**config.mk**
```make
export PLATFORM = sky130hd
export DESIGN_NAME = mrdt_ram
export DESIGN_NICKNAME = d
export VERILOG_FILES = /design/src/design/mrdt_ram.sv
export SDC_FILE = /design/constraint.sdc
export NUM_CORES = 1
export LEC_CHECK = 0
export ABC_AREA = 1
export BUFFER_PORTS_ARGS = -buffer_cell sky130_fd_sc_hd__clkbuf_2
export CAP_MARGIN = 20
export CORE_UTILIZATION = 55
export DETAILED_ROUTE_END_ITERATION = 8
export PLACE_DENSITY = 0.73
export SLEW_MARGIN = 15
export SYNTH_ARGS = -nofsm -noshare
export SYNTH_HDL_FRONTEND = slang
export SYNTH_SLANG_ARGS = --single-unit
```
**constraint.sdc**
```tcl
create_clock -name clk -period 0.9 [get_ports clk]
set_input_delay 0.045 -clock clk [delete_from_list [all_inputs] [get_ports clk]]
set_output_delay 0.045 -clock clk [all_outputs]
set_load 0.02 [all_outputs]
```
**src/design/mrdt_ram.sv**
```systemverilog
`default_nettype none
module mrdt_ram #(
	parameter int WIDTH = 8,
	parameter int DEPTH = 16,
	parameter int AW    = (DEPTH > 1) ? $clog2(DEPTH) : 1
) (
	input  wire logic             clk,
	input  wire logic             wr_en,
	input  wire logic [AW-1:0]    wr_addr,
	input  wire logic [WIDTH-1:0] wr_data,
	input  wire logic             rd_en,
	input  wire logic [AW-1:0]    rd_addr,
	output logic      [WIDTH-1:0] rd_data
);

	logic [WIDTH-1:0] mem [DEPTH];

	always_ff @(posedge clk) begin
		if (wr_en) begin
			mem[wr_addr] <= wr_data;
		end
		if (rd_en) begin
			rd_data <= mem[rd_addr];
		end
	end

endmodule
`default_nettype wire

```
==> summary.md <==
| Metric | Value |
|---|---|
| Nets | 619 |
| Post-synthesis register bit count | 136 |
| First-pass GRT wire length | 21,580 um |
| PwrDens | 2048 nW/um^2 |
| Buffers and inverters on the worst path | 1 |
| Initial Util | 0.5664 |
| Synth Instances | 551 |
| Largest family of logic cells by synthesized area | simple AND/OR/NAND/NOR gates |
| Internal power | 0.01168 W |
| Slew Limit Headroom | 0.6757 |
| Ports | 27 |
| Worst Tran Pin Value | 0.4860 ns |
| Tmin final | 1.178 ns |
| Global Route Usage Sum | 0.2761 |
| Sw frac | 0.2159 |
| CTS sink cnt | 136 |
| Crit path required time | 0.85 ns |
| # DRC | 0 |
| Post-Synth Simple-Gate Area | 0.2076 |
| XOR/XNOR Fraction of Synth Area | 0 |
| Psw | 0.003215 W |
| Synth Area in Adders | 0 |
| Antenna diode count | 0 |
| Row count | 37 |
| Worst Path Class, Setup | register to output port |
| Clock share of power | 0.441 |
| Clock transition at path regs | 0.06 ns |
| Fraction of layout cells with a size suffix above 1 | 0.2512 |
| Maximum root-to-sink buffer count | 2 |
| GR met2 Demand/Resource | 0.4385 |
| Vias/cell | 5.352 |
| Mean Syn Cell Area | 10.61 um^2 |
| CP endpoint kind | output port |
| Mux cell area share after synthesis | 0 |
| Status | finished, violations left |
| GRT met1 Usage | 0.3463 |
| First-pass iteration count of the detailed router | 6 |
| Post-synthesis cell type count | 11 |
| Most common cell after layout, fill and taps aside | nand2_1 |
| Crit start category | register |
| Vias | 4,009 |
| Crit-path max FO | 1 |
| Syn-to-layout area delta | 24.37% |
| CTS Buf Count | 17 |
| Synthesis Warnings | 0 |
| Combinational power share | 0.076 |
| Crit path max-delay family | flip-flops |
| Setup_tns | -3.251 ns |
| Worst setup margin | -0.2783 ns |
| Busiest grt layer | met2 |
| HPWL Detailed | 8359 um |
| Wirelength, routed | 13,920 um |
| Post-Syn Area | 5847 um^2 |
| Final Skew | 0.007899 ns |
| Sequential Power Share | 0.483 |
| CTS tree | built |
| FMAX | 0.8487 GHz |
| Largest net degree at the start of global routing | 37 |
| Met3 GRT Util | 0.06862 |
| Antenna violations before repair | 0 |
| Hold Path Class | input pin to register |
| Period utilisation layout | 1.309 |
| Setup violations, final | 16 |
| Finished Core Util | 0.7044 |
| Port Buffers | 26 |
| Slowest CP cell | edfxtp_1 |
| DRT iter0 DRCs | 316 |
| Routed len/inst | 18.58 um |
| Placer Congestion | 0.8757 |
| Unrepaired setup endpoints after global routing | true |
| Die X | 105.1 um |
| Leak | 3.121 nW |
| CP cell instances | buf_6 |
| Synth Area in Compound Gates | 0 |
| Crit path largest cell delay | 0.44 ns |
| Syn_nets | 570 |
| Clk Latency, worst-skew pair | 0.53 ns |
| Post-synthesis sequential area ratio | 0.6985 |
| Setup Fix Bufs, Post-CTS | 0 |
| H-tree levels | 4 |
| Root Buffer | clkbuf_8 |
| Final ANT Viol Nets | 0 |
| Maximum VDD drop | 0.001143 V |
| Vias in the first global route | 4,053 |
| Max cap viols | 0 |
| Gr ovfl total | 0 |
| Die H | 105.1 um |
| Crit path arrival time | 1.13 ns |
| Most frequent cells in the layout | 161 x nand2_1, 136 x edfxtp_1, 97 x inv_1 |
| Violated checks | negative setup slack |
| Final hold vios | 0 |
| Core box area | 10,320 um^2 |
| Max-slew violation count | 0 |
| Die area | 11,050 um^2 |
[cell usage after synthesis]
cell type / instances / area share
nand3_1: 97 / 0.083
nand3b_1: 2 / 0.0026
inv_2: 2 / 0.0013
inv_1: 100 / 0.064
buf_2: 13 / 0.011
buf_4: 4 / 0.0051
edfxtp_1: 136 / 0.70
nor2_1: 17 / 0.011
buf_6: 6 / 0.012
buf_1: 1 / 0.00064
nand2_1: 173 / 0.11
[power by group through the flow]
stage / Clock (W) / Sequential [W] / Combinational, W
after floorplan: 0 / 0.00734 / 0.000506
after global placement: 0 / 0.00731 / 0.000938
after detailed placement: 0 / 0.00731 / 0.000967
after CTS: 0.00666 / 0.00718 / 0.00104
after global routing: 0.00691 / 0.00720 / 0.00123
final: 0.00657 / 0.00719 / 0.00114
[final timing paths]
kind	startpoint	end	slack [ns]	cells after the start
max reg2reg	mem[7][6]	rd_data[6]	-0.20	6
min	wr_data[2]	mem[7][2]	0.02	1
min reg2reg	mem[4][1]	rd_data[1]	0.76	6
max	rd_data[4]	rd_data[4]	-0.28	1
[layout make-up]
cell class	instances	area [um^2]
repair buffers	54	530.5
fillers	706	3052
well taps	136	170.2
multi-input cells	289	1546
inverters	102	382.9
clock buffers	20	425.4
flip-flops and latches	136	4084
clock inverters	12	132.6
[metrics by stage]
stage                     instance area [um^2]  total power (W)  hold slack [ns]  worst slack (ns)  instances
after floorplan                           5862         0.007845           0.1439          -0.09583        551
final                                     7272          0.01489          0.01593           -0.2783        749
after global routing                      7272          0.01534          0.02099           -0.3102        749
after global placement                    6349         0.008248           0.4574           -0.3351        716
after CTS                                 7079          0.01488         0.001353           -0.3107        749
after detailed placement                  6349         0.008281           0.4730           -0.3589        716
[cell families after synthesis]
family,Yosys count
buffers and inverters,126
DFF,136
and+or+nand+nor,289
[routing by layer]
layer | share of wire | routed length (um)
met1 | 0.38 | 5264
met2 | 0.51 | 7075
met3 | 0.083 | 1161
met4 | 0.030 | 413
met5 | 0 | 0
[sequential cells by signal, indices dropped and copies added (netlist names)]
register and cells:
mem 128, rd_data 8
[what timing repair did]
item | in CTS | in global routing
hold endpoints to repair | 8 | 0
pin swaps | 22 | 32
hold buffers | 1 | 0
cloned | 0 | 0
resized for setup | 32 | 58
setup endpoints to repair | 16 | 16
(Power assumes the default switching activity.)
