### config.mk
export PLATFORM = sky130hd
export DESIGN_NAME = mrdt_match
export DESIGN_NICKNAME = d
export VERILOG_FILES = /design/src/design/mrdt_pkg.sv /design/src/design/mrdt_match.sv
export SDC_FILE = /design/constraint.sdc
export NUM_CORES = 1
export LEC_CHECK = 0
export ABC_AREA = 1
export BUFFER_PORTS_ARGS = -buffer_cell sky130_fd_sc_hd__buf_4
export CORE_MARGIN = 10
export CORE_UTILIZATION = 23
export DETAILED_ROUTE_END_ITERATION = 10
export PLACE_DENSITY = 0.58
export SETUP_SLACK_MARGIN = 0.5
export SLEW_MARGIN = 30
export SYNTH_ARGS = -nofsm -noshare
export SYNTH_HDL_FRONTEND = slang
export SYNTH_SLANG_ARGS = --single-unit
### constraint.sdc
create_clock -name vclk -period 2.7
set_input_delay 0.405 -clock vclk [all_inputs]
set_output_delay 0.405 -clock vclk [all_outputs]
set_load 0.02 [all_outputs]
### src/design/mrdt_pkg.sv
`default_nettype none
package mrdt_pkg;

	localparam logic CMD_TRACK = 1'b0;
	localparam logic CMD_CLEAR = 1'b1;

	typedef struct packed {
		logic        cmd;
		logic [3:0]  region_kind;
		logic [31:0] region_addr;
		logic [31:0] region_size;
		logic [63:0] content_hash_low;
		logic [63:0] content_hash_high;
	} req_item_t;

	typedef struct packed {
		logic        emit;
		logic [3:0]  emit_kind;
		logic [31:0] emit_addr;
		logic [31:0] emit_size;
		logic        table_full;
	} rsp_item_t;

	// One recorded range; stop_addr is start plus size, compared inclusively, and 33 bits wide so it never wraps.
	typedef struct packed {
		logic [31:0] start_addr;
		logic [32:0] stop_addr;
		logic [63:0] hash_high;
		logic [63:0] hash_low;
	} entry_t;

	localparam int ENTRY_W = $bits(entry_t);

	// Result of comparing one stored entry against the pending request.
	typedef struct packed {
		logic hit;     // request start falls in [start, stop]
		logic covered; // request lies inside and the hash is equal
	} match_t;

	typedef enum logic [3:0] {
		ST_IDLE  = 4'b0001,
		ST_SCAN  = 4'b0010,
		ST_WRITE = 4'b0100,
		ST_DONE  = 4'b1000
	} state_t;

endpackage
`default_nettype wire

### src/design/mrdt_match.sv
`default_nettype none
module mrdt_match
	import mrdt_pkg::*;
(
	input  wire entry_t      entry,
	input  wire logic [31:0] req_addr,
	input  wire logic [32:0] req_stop,
	input  wire logic [63:0] req_hash_low,
	input  wire logic [63:0] req_hash_high,
	output match_t           result
);

	logic hash_eq;

	// Compare the request against one entry: range check plus hash equality.
	always_comb begin
		hash_eq = (entry.hash_low == req_hash_low) && (entry.hash_high == req_hash_high);
		result.hit = (req_addr >= entry.start_addr) && ({1'b0, req_addr} <= entry.stop_addr);
		result.covered = result.hit && (req_stop <= entry.stop_addr) && hash_eq;
	end

endmodule
`default_nettype wire

==> flow_summary.ini, run 1 <==
[power_and_ir_drop]
powerDensity_nw_per_um2 = 151
p_leak_nw = 4.31
peakVddDrop_mv = 0.0643
total_power_w = 0.00128

[layout]
mostFrequentLayoutCell = buf_4
clkbuf_count = 0
final_cells = 1349
nets = 1600
fillers = 1935
multi_input_comb_area_sq_um = 4680
drive_gt1_frac = 0.483
areaGrowthSynthToFinish_pct = 94.5
antenna_cells = 0
seq_cell_count = 0
regArea_sq_um = 0
final_cell_mix = 384 x buf_4, 200 x nand2_1, 113 x xnor2_1, 90 x inv_1, 57 x nor2_1

[route]
first_pass_iters = 4
via_per_inst = 4.19
ant_nets = 0
wl_per_cell_microns = 16.4
wl_microns = 22100
drc = 0
drtIter0Drc = 126
vias = 5648

[sta]
fin_crit_sh = 0.830
tns_ns = 0
tightestPinTransition_ns = 0.293
rsz0062_at_grt = yes
final-hold-violation-count = 0
relSlewSlack = 0.803
setup_viol = 0
hold_ws_ns = 1.47
fin_ws_ns = 0.459
fmax_mhz = 446
drv_slew = 0
min_period_ns = 2.24

[floorplanning]
dieArea_sq_um = 24800
fp.dieH_microns = 158
initial_core_util = 0.233
rows = 50
fp.dieW_microns = 158
io_pins = 388
coreArea_sq_um = 18600

[worst_setup_path]
crit_fanout = 2
crit_start = entry[159]
path_class = in -> out
crit_arrival_ns = 1.84
endpoint = result[1]
end_kind = output port
cp-start-kind = input port
crit_required_ns = 2.30

[clock_network]
ctsHoldBuffers = 0

[global_routing]
grt_pass1_wl_microns = 31000
grt_pass1_vias = 6017
top_usage_layer = met2
met3_usage = 0.0519
grt_use_met2 = 0.307
grt_usage = 0.158
grt_overflow = 0
antenna_found_initial = 0
use_met1 = 0.170
grt_max_degree = 4

[placement]
dp_slack_ns = 0.262
placedCellCount = 1346
io_buffers = 388
dp_hpwl_microns = 20600
place.gp.congestion = 0.910

[synth]
yosysSeqAreaShare = 0
synth_area_sq_um = 4350
synth.largest_area_cell = ha_1
syn_area_per_cell_sq_um = 6.01
synth-simple-area-share = 0.321
synthTopCellsByArea = ha_1 28%, xnor2_1 23%, nand2_1 19%
yosysTopAreaCellShare = 0.279
synth_top_family_by_area = simple AND/OR/NAND/NOR gates
synth.distinct_cells = 24
synth_fa_ha_area_frac = 0.279
synth_compound_area_frac = 0.0615
synth_nets = 1207
ys_warn_count = 0
synthMuxAreaShare = 0
synth_xor_area_frac = 0.232
synth_cells = 724

[run_status]
outcome = finished clean

[hold_path]
hold_path.class = in -> out

[flow_run]
cap_violations = 0
cell usage after synthesis:
cell and instances:
nand2_1 224, inv_1 121, xnor2_1 115, ha_1 97, nor2_1 71, a21oi_1 36
nand3_1 10, nand4_1 10, nor2_2 7, o21ai_0 6, nand2_2 5, a21o_1 4
inv_2 3, nor3_1 3, nor2_4 2, o21a_1 2, and2_1 1, nand3_2 1
nand3b_1 1, nand4_2 1, nor4_4 1, o21ai_1 1, o21bai_1 1, or2_0 1
worst min-delay path by stage:
stage          slack, ns         start  cells after the start        end
2_1_floorplan       1.21     entry[84]                      9  result[0]
4_1_cts             1.50  req_addr[31]                      9  result[1]
3_3_place_gp        1.50  req_addr[31]                      9  result[1]
5_1_grt             1.53  req_addr[31]                      9  result[1]
3_5_place_dp        1.50  req_addr[31]                      9  result[1]
6_report            1.47  req_addr[31]                      9  result[1]
timing repair:
| action | 4_1_cts | 5_1_grt |
|---|---|---|
| setup endpoints to repair | 2 | 2 |
| pin swaps | 17 | 58 |
| setup buffers | 1 | 2 |
| gates resized for setup | 48 | 124 |
critical path, cell delays in order:
cell	delay, ns
buf_4	0.09
inv_4	0.04
ha_1	0.29
nand2_2	0.08
nor2_4	0.15
nand4_4	0.12
nor2_4	0.13
nand3b_1	0.07
nand3_1	0.09
nand2_2	0.09
nand2_2	0.08
inv_1	0.04
buf_4	0.15
cell type report:
| cell class | instances | area share |
|---|---|---|
| Multi-Input combinational cell | 600 | 0.553 |
| Timing Repair Buffer | 391 | 0.350 |
| Inverter | 124 | 0.0615 |
| Tap cell | 234 | 0.0346 |
where the power goes:
group,leakage (nW),internal [W],switching (W)
Combinational,4.31,0.000742,0.000533
Sequential,0,0,0
Clock,0,0,0
layer usage:
metal	up-vias	wire length [microns]
met4	0	0
met1	2435	8100
met3	0	2070
met5	-	0
met2	189	12000
li1	3024	-
metrics by stage:
stage | area (sq um) | util
final | 8460 | 0.454
after global routing | 8460 | 0.454
after CTS | 7760 | 0.416
after detailed placement | 7560 | 0.405
after global placement | 7560 | 0.405
after floorplan | 4350 | -
cell families (layout without fill, tap and decap cells):
logic type / count (synthesis) / after routing
AOI/OAI and AO/OA: 50 / 50
and+or+nand+nor: 338 / 338
buffers and inverters: 124 / 515
adders and majority gates: 97 / 97
xor gates and xnor gates: 115 / 115
No activity file was read; power rests on OpenSTA's default activity.
==> run 2: changes to the inputs <==
Settings changed: PLACE_DENSITY 0.58 to 0.6.
Clock period 2.7 ns to 2 ns, I/O delays scaled along.
==> flow_summary.ini, run 2 (same netlist as run 1, synthesis figures left out) <==
[sta]
fin_crit_sh = 1.05
rsz0062_at_grt = yes
hold_ws_ns = 1.27
min_period_ns = 2.11
final-hold-violation-count = 0
relSlewSlack = 0.839
setup_viol = 2
fmax_mhz = 474
tightestPinTransition_ns = 0.240
tns_ns = -0.151
drv_slew = 0
fin_ws_ns = -0.109

[layout]
mostFrequentLayoutCell = buf_4
fillers = 1933
regArea_sq_um = 0
areaGrowthSynthToFinish_pct = 88.4
drive_gt1_frac = 0.441
nets = 1622
clkbuf_count = 0
post-route-util = 0.440
seq_cell_count = 0
final_cell_mix = 403 x buf_4, 217 x nand2_1, 115 x xnor2_1, 99 x inv_1, 73 x ha_1

[worst_setup_path]
path_class = in -> out
end_kind = output port
crit_arrival_ns = 1.81
crit_required_ns = 1.70
crit_fanout = 3
cp-start-kind = input port

[floorplanning]
io_pins = 388
initial_core_util = 0.233
fp.dieH_microns = 158
fp.dieW_microns = 158
coreArea_sq_um = 18600
rows = 50
dieArea_sq_um = 24800

[hold_path]
hold_path.class = in -> out
holdPathEnd = result[0]
min_path_cells = 11
hold_start = entry[78]

[run_status]
outcome = finished with violations
violations = setup timing

[route]
via_per_inst = 4.11
drc = 0
first_pass_iters = 4
drtIter0Drc = 175
wl_per_cell_microns = 15.8
wl_microns = 21700
ant_nets = 0
vias = 5644

[flow_run]
cap_violations = 0

[power_and_ir_drop]
powerDensity_nw_per_um2 = 200
p_leak_nw = 4.40
peakVddDrop_mv = 0.0894

[global_routing]
grt_pass1_vias = 5783
antenna_found_initial = 1
grt_overflow = 0
grt_max_degree = 4
grt_pass1_wl_microns = 30800
grt_usage = 0.156

[placement]
place.gp.congestion = 0.884
io_buffers = 388
dp_hpwl_microns = 20600

[clock_network]
ctsHoldBuffers = 0
## run 2: changes by cell type in the layout (fill, tap and decap cells not counted), sizes merged
| cell | delta |
|---|---|
| diode | +1 |
| buf | +22 |
## run 2: what timing repair did
action	in CTS	in global routing
resized for setup	8	45
setup endpoints to repair	2	2
pin swaps	2	26
buffers inserted	0	1
## run 2: worst max-delay path, stage by stage
cell     delay [ns]
buf_6          0.10
ha_4           0.27
nand2_4        0.05
nor2_4         0.15
nand4_1        0.13
nor3_2         0.25
nand4_1        0.13
nand2_2        0.10
nand2_4        0.06
nor2_4         0.12
buf_6          0.13
## run 2: worst max-delay path by stage
stage	from	end	depth (start not counted)
final	req_addr[8]	result[0]	11
after global routing	entry[192]	result[0]	13
after CTS	req_addr[31]	result[0]	12
after global placement	req_addr[8]	result[0]	11
after detailed placement	req_addr[8]	result[0]	11
after floorplan	entry[136]	result[0]	10
## run 2: layout make-up
class                           instances  area [sq um]  share of cell area
Multi-Input combinational cell        600          4290               0.524
Tap cell                              234           293              0.0357
Timing Repair Buffer                  413          3140               0.383
Inverter                              124           473              0.0577
Antenna cell                            1          2.50            0.000305
## run 2: where the power goes
group | leakage [nW] | total [W] | internal, W | switching (W)
Combinational | 4.40 | 0.00164 | 0.000974 | 0.000666
Sequential | 0 | 0 | 0 | 0
Clock | 0.00000634 | 0.0000000000669 | 0.0000000000669 | 0
## run 2: per-stage QoR
step	area (sq um)	setup WS (ns)	instances	power, W
final	8200	-0.109	1372	0.00164
after global routing	8200	-0.231	1372	0.00184
after CTS	7960	-0.0929	1370	0.00159
after detailed placement	7930	-0.239	1370	0.00158
after global placement	7930	-0.253	1370	0.00155
after floorplan	4550	0.329	724	0.000710
## run 2: metal layers
layer / vias to the layer above / global-route usage / part of all wire
li1: 3067 / - / -
met1: 2366 / 0.183 / 0.39
met2: 203 / 0.288 / 0.51
met3: 8 / 0.0404 / 0.092
met4: 0 / 0.0120 / 0.0075
met5: - / 0 / 0
==> run 3: changes to the inputs <==
Settings changed: MAX_ROUTING_LAYER set to met4, RECOVER_POWER set to 50, SLEW_MARGIN 30 to not set.
==> flow_summary.ini, run 3 (same netlist as run 1, synthesis figures left out) <==
[floorplanning]
coreArea_sq_um = 18600
fp.dieW_microns = 158
io_pins = 388
initial_core_util = 0.233
rows = 50
dieArea_sq_um = 24800
fp.dieH_microns = 158

[sta]
min_period_ns = 2.04
relSlewSlack = 0.816
tightestPinTransition_ns = 0.276
tns_ns = -0.0640
fin_crit_sh = 1.02
fmax_mhz = 489
final-hold-violation-count = 0
setup_viol = 2
drv_slew = 0
fin_ws_ns = -0.0449
rsz0062_at_grt = yes

[global_routing]
grt_max_degree = 4
antenna_found_initial = 0
grt_pass1_vias = 5816
grt_usage = 0.159
grt_pass1_wl_microns = 30600
grt_overflow = 0

[worst_setup_path]
crit_arrival_ns = 1.74
path_class = in -> out
crit_fanout = 2
end_kind = output port
crit_required_ns = 1.70
cp-start-kind = input port

[layout]
nets = 1626
fillers = 1952
mostFrequentLayoutCell = buf_4
antenna_cells = 0
final_cell_mix = 401 x buf_4, 212 x nand2_1, 115 x xnor2_1, 99 x inv_1, 68 x ha_1
drive_gt1_frac = 0.453
clkbuf_count = 0
multi_input_comb_area_sq_um = 4390
regArea_sq_um = 0
areaGrowthSynthToFinish_pct = 91.9
post-route-util = 0.448
seq_cell_count = 0

[placement]
dp_hpwl_microns = 20600
place.gp.congestion = 0.896
dp_slack_ns = -0.179
io_buffers = 388

[route]
drc = 0
via_per_inst = 4.17
ant_nets = 0
first_pass_iters = 4
drtIter0Drc = 149
wl_microns = 22000
vias = 5729
wl_per_cell_microns = 16.0

[power_and_ir_drop]
p_leak_nw = 4.44
peakVddDrop_mv = 0.0795
powerDensity_nw_per_um2 = 203

[run_status]
violations = setup timing
outcome = finished with violations

[flow_run]
cap_violations = 0

[hold_path]
hold_path.class = in -> out
-- run 3: cell count changes in the layout (fill, tap and decap cells not counted), sizes merged --
| cell | before | now |
|---|---|---|
| diode | 1 | 0 |
| buf | 413 | 417 |
-- run 3: cell type report --
class | instances | area share
Inverter | 124 | 0.0573
Timing Repair Buffer | 417 | 0.382
Multi-Input combinational cell | 600 | 0.525
Tap cell | 234 | 0.0351
-- run 3: repair_timing --
| action | CTS | global route |
|---|---|---|
| gates resized for setup | 18 | 59 |
| hold buffers | 0 | 0 |
| pin swaps | 8 | 28 |
| buffers inserted | 1 | 2 |
| setup endpoints to repair | 2 | 2 |
-- run 3: metal layers --
metal,up-vias,GRT usage,share of wire
met1,2453,0.189,0.41
met2,189,0.287,0.51
met5,-,-,0
li1,3075,-,-
met3,12,0.0270,0.064
met4,0,0.00846,0.0086
-- run 3: path summary, 6_finish.rpt --
path / depth (start not counted) / slack [ns] / from / endpoint
setup / recovery: 12 / -0.04 / req_addr[31] / result[0]
hold / removal: 11 / 1.25 / entry[84] / result[0]
-- run 3: power by group --
part / switching (W) / internal, W / leakage [nW]
registers: 0 / 0 / 0
clock network: 0 / 0 / 0
logic: 0.000688 / 0.00100 / 4.44
total: 0.000688 / 0.00100 / 4.44
-- run 3: per-stage QoR --
stage               hold WS, ns  std cells  cell area (sq um)  total power, W
floorplan                 0.991        724               4550        0.000710
global placement           1.30       1372               7950         0.00156
detailed placement         1.31       1372               7950         0.00158
CTS                        1.29       1373               8040         0.00162
global route               1.32       1375               8350         0.00190
finish                     1.25       1375               8350         0.00169
-- run 3: worst max-delay path: stages --
cell     delay, ns
buf_6         0.10
ha_4          0.26
nand2_4       0.05
buf_6         0.11
nor2_4        0.10
nand2_4       0.07
nor4_4        0.26
nand2_1       0.10
nand3_2       0.08
nand2_4       0.06
nor2_4        0.10
buf_6         0.13
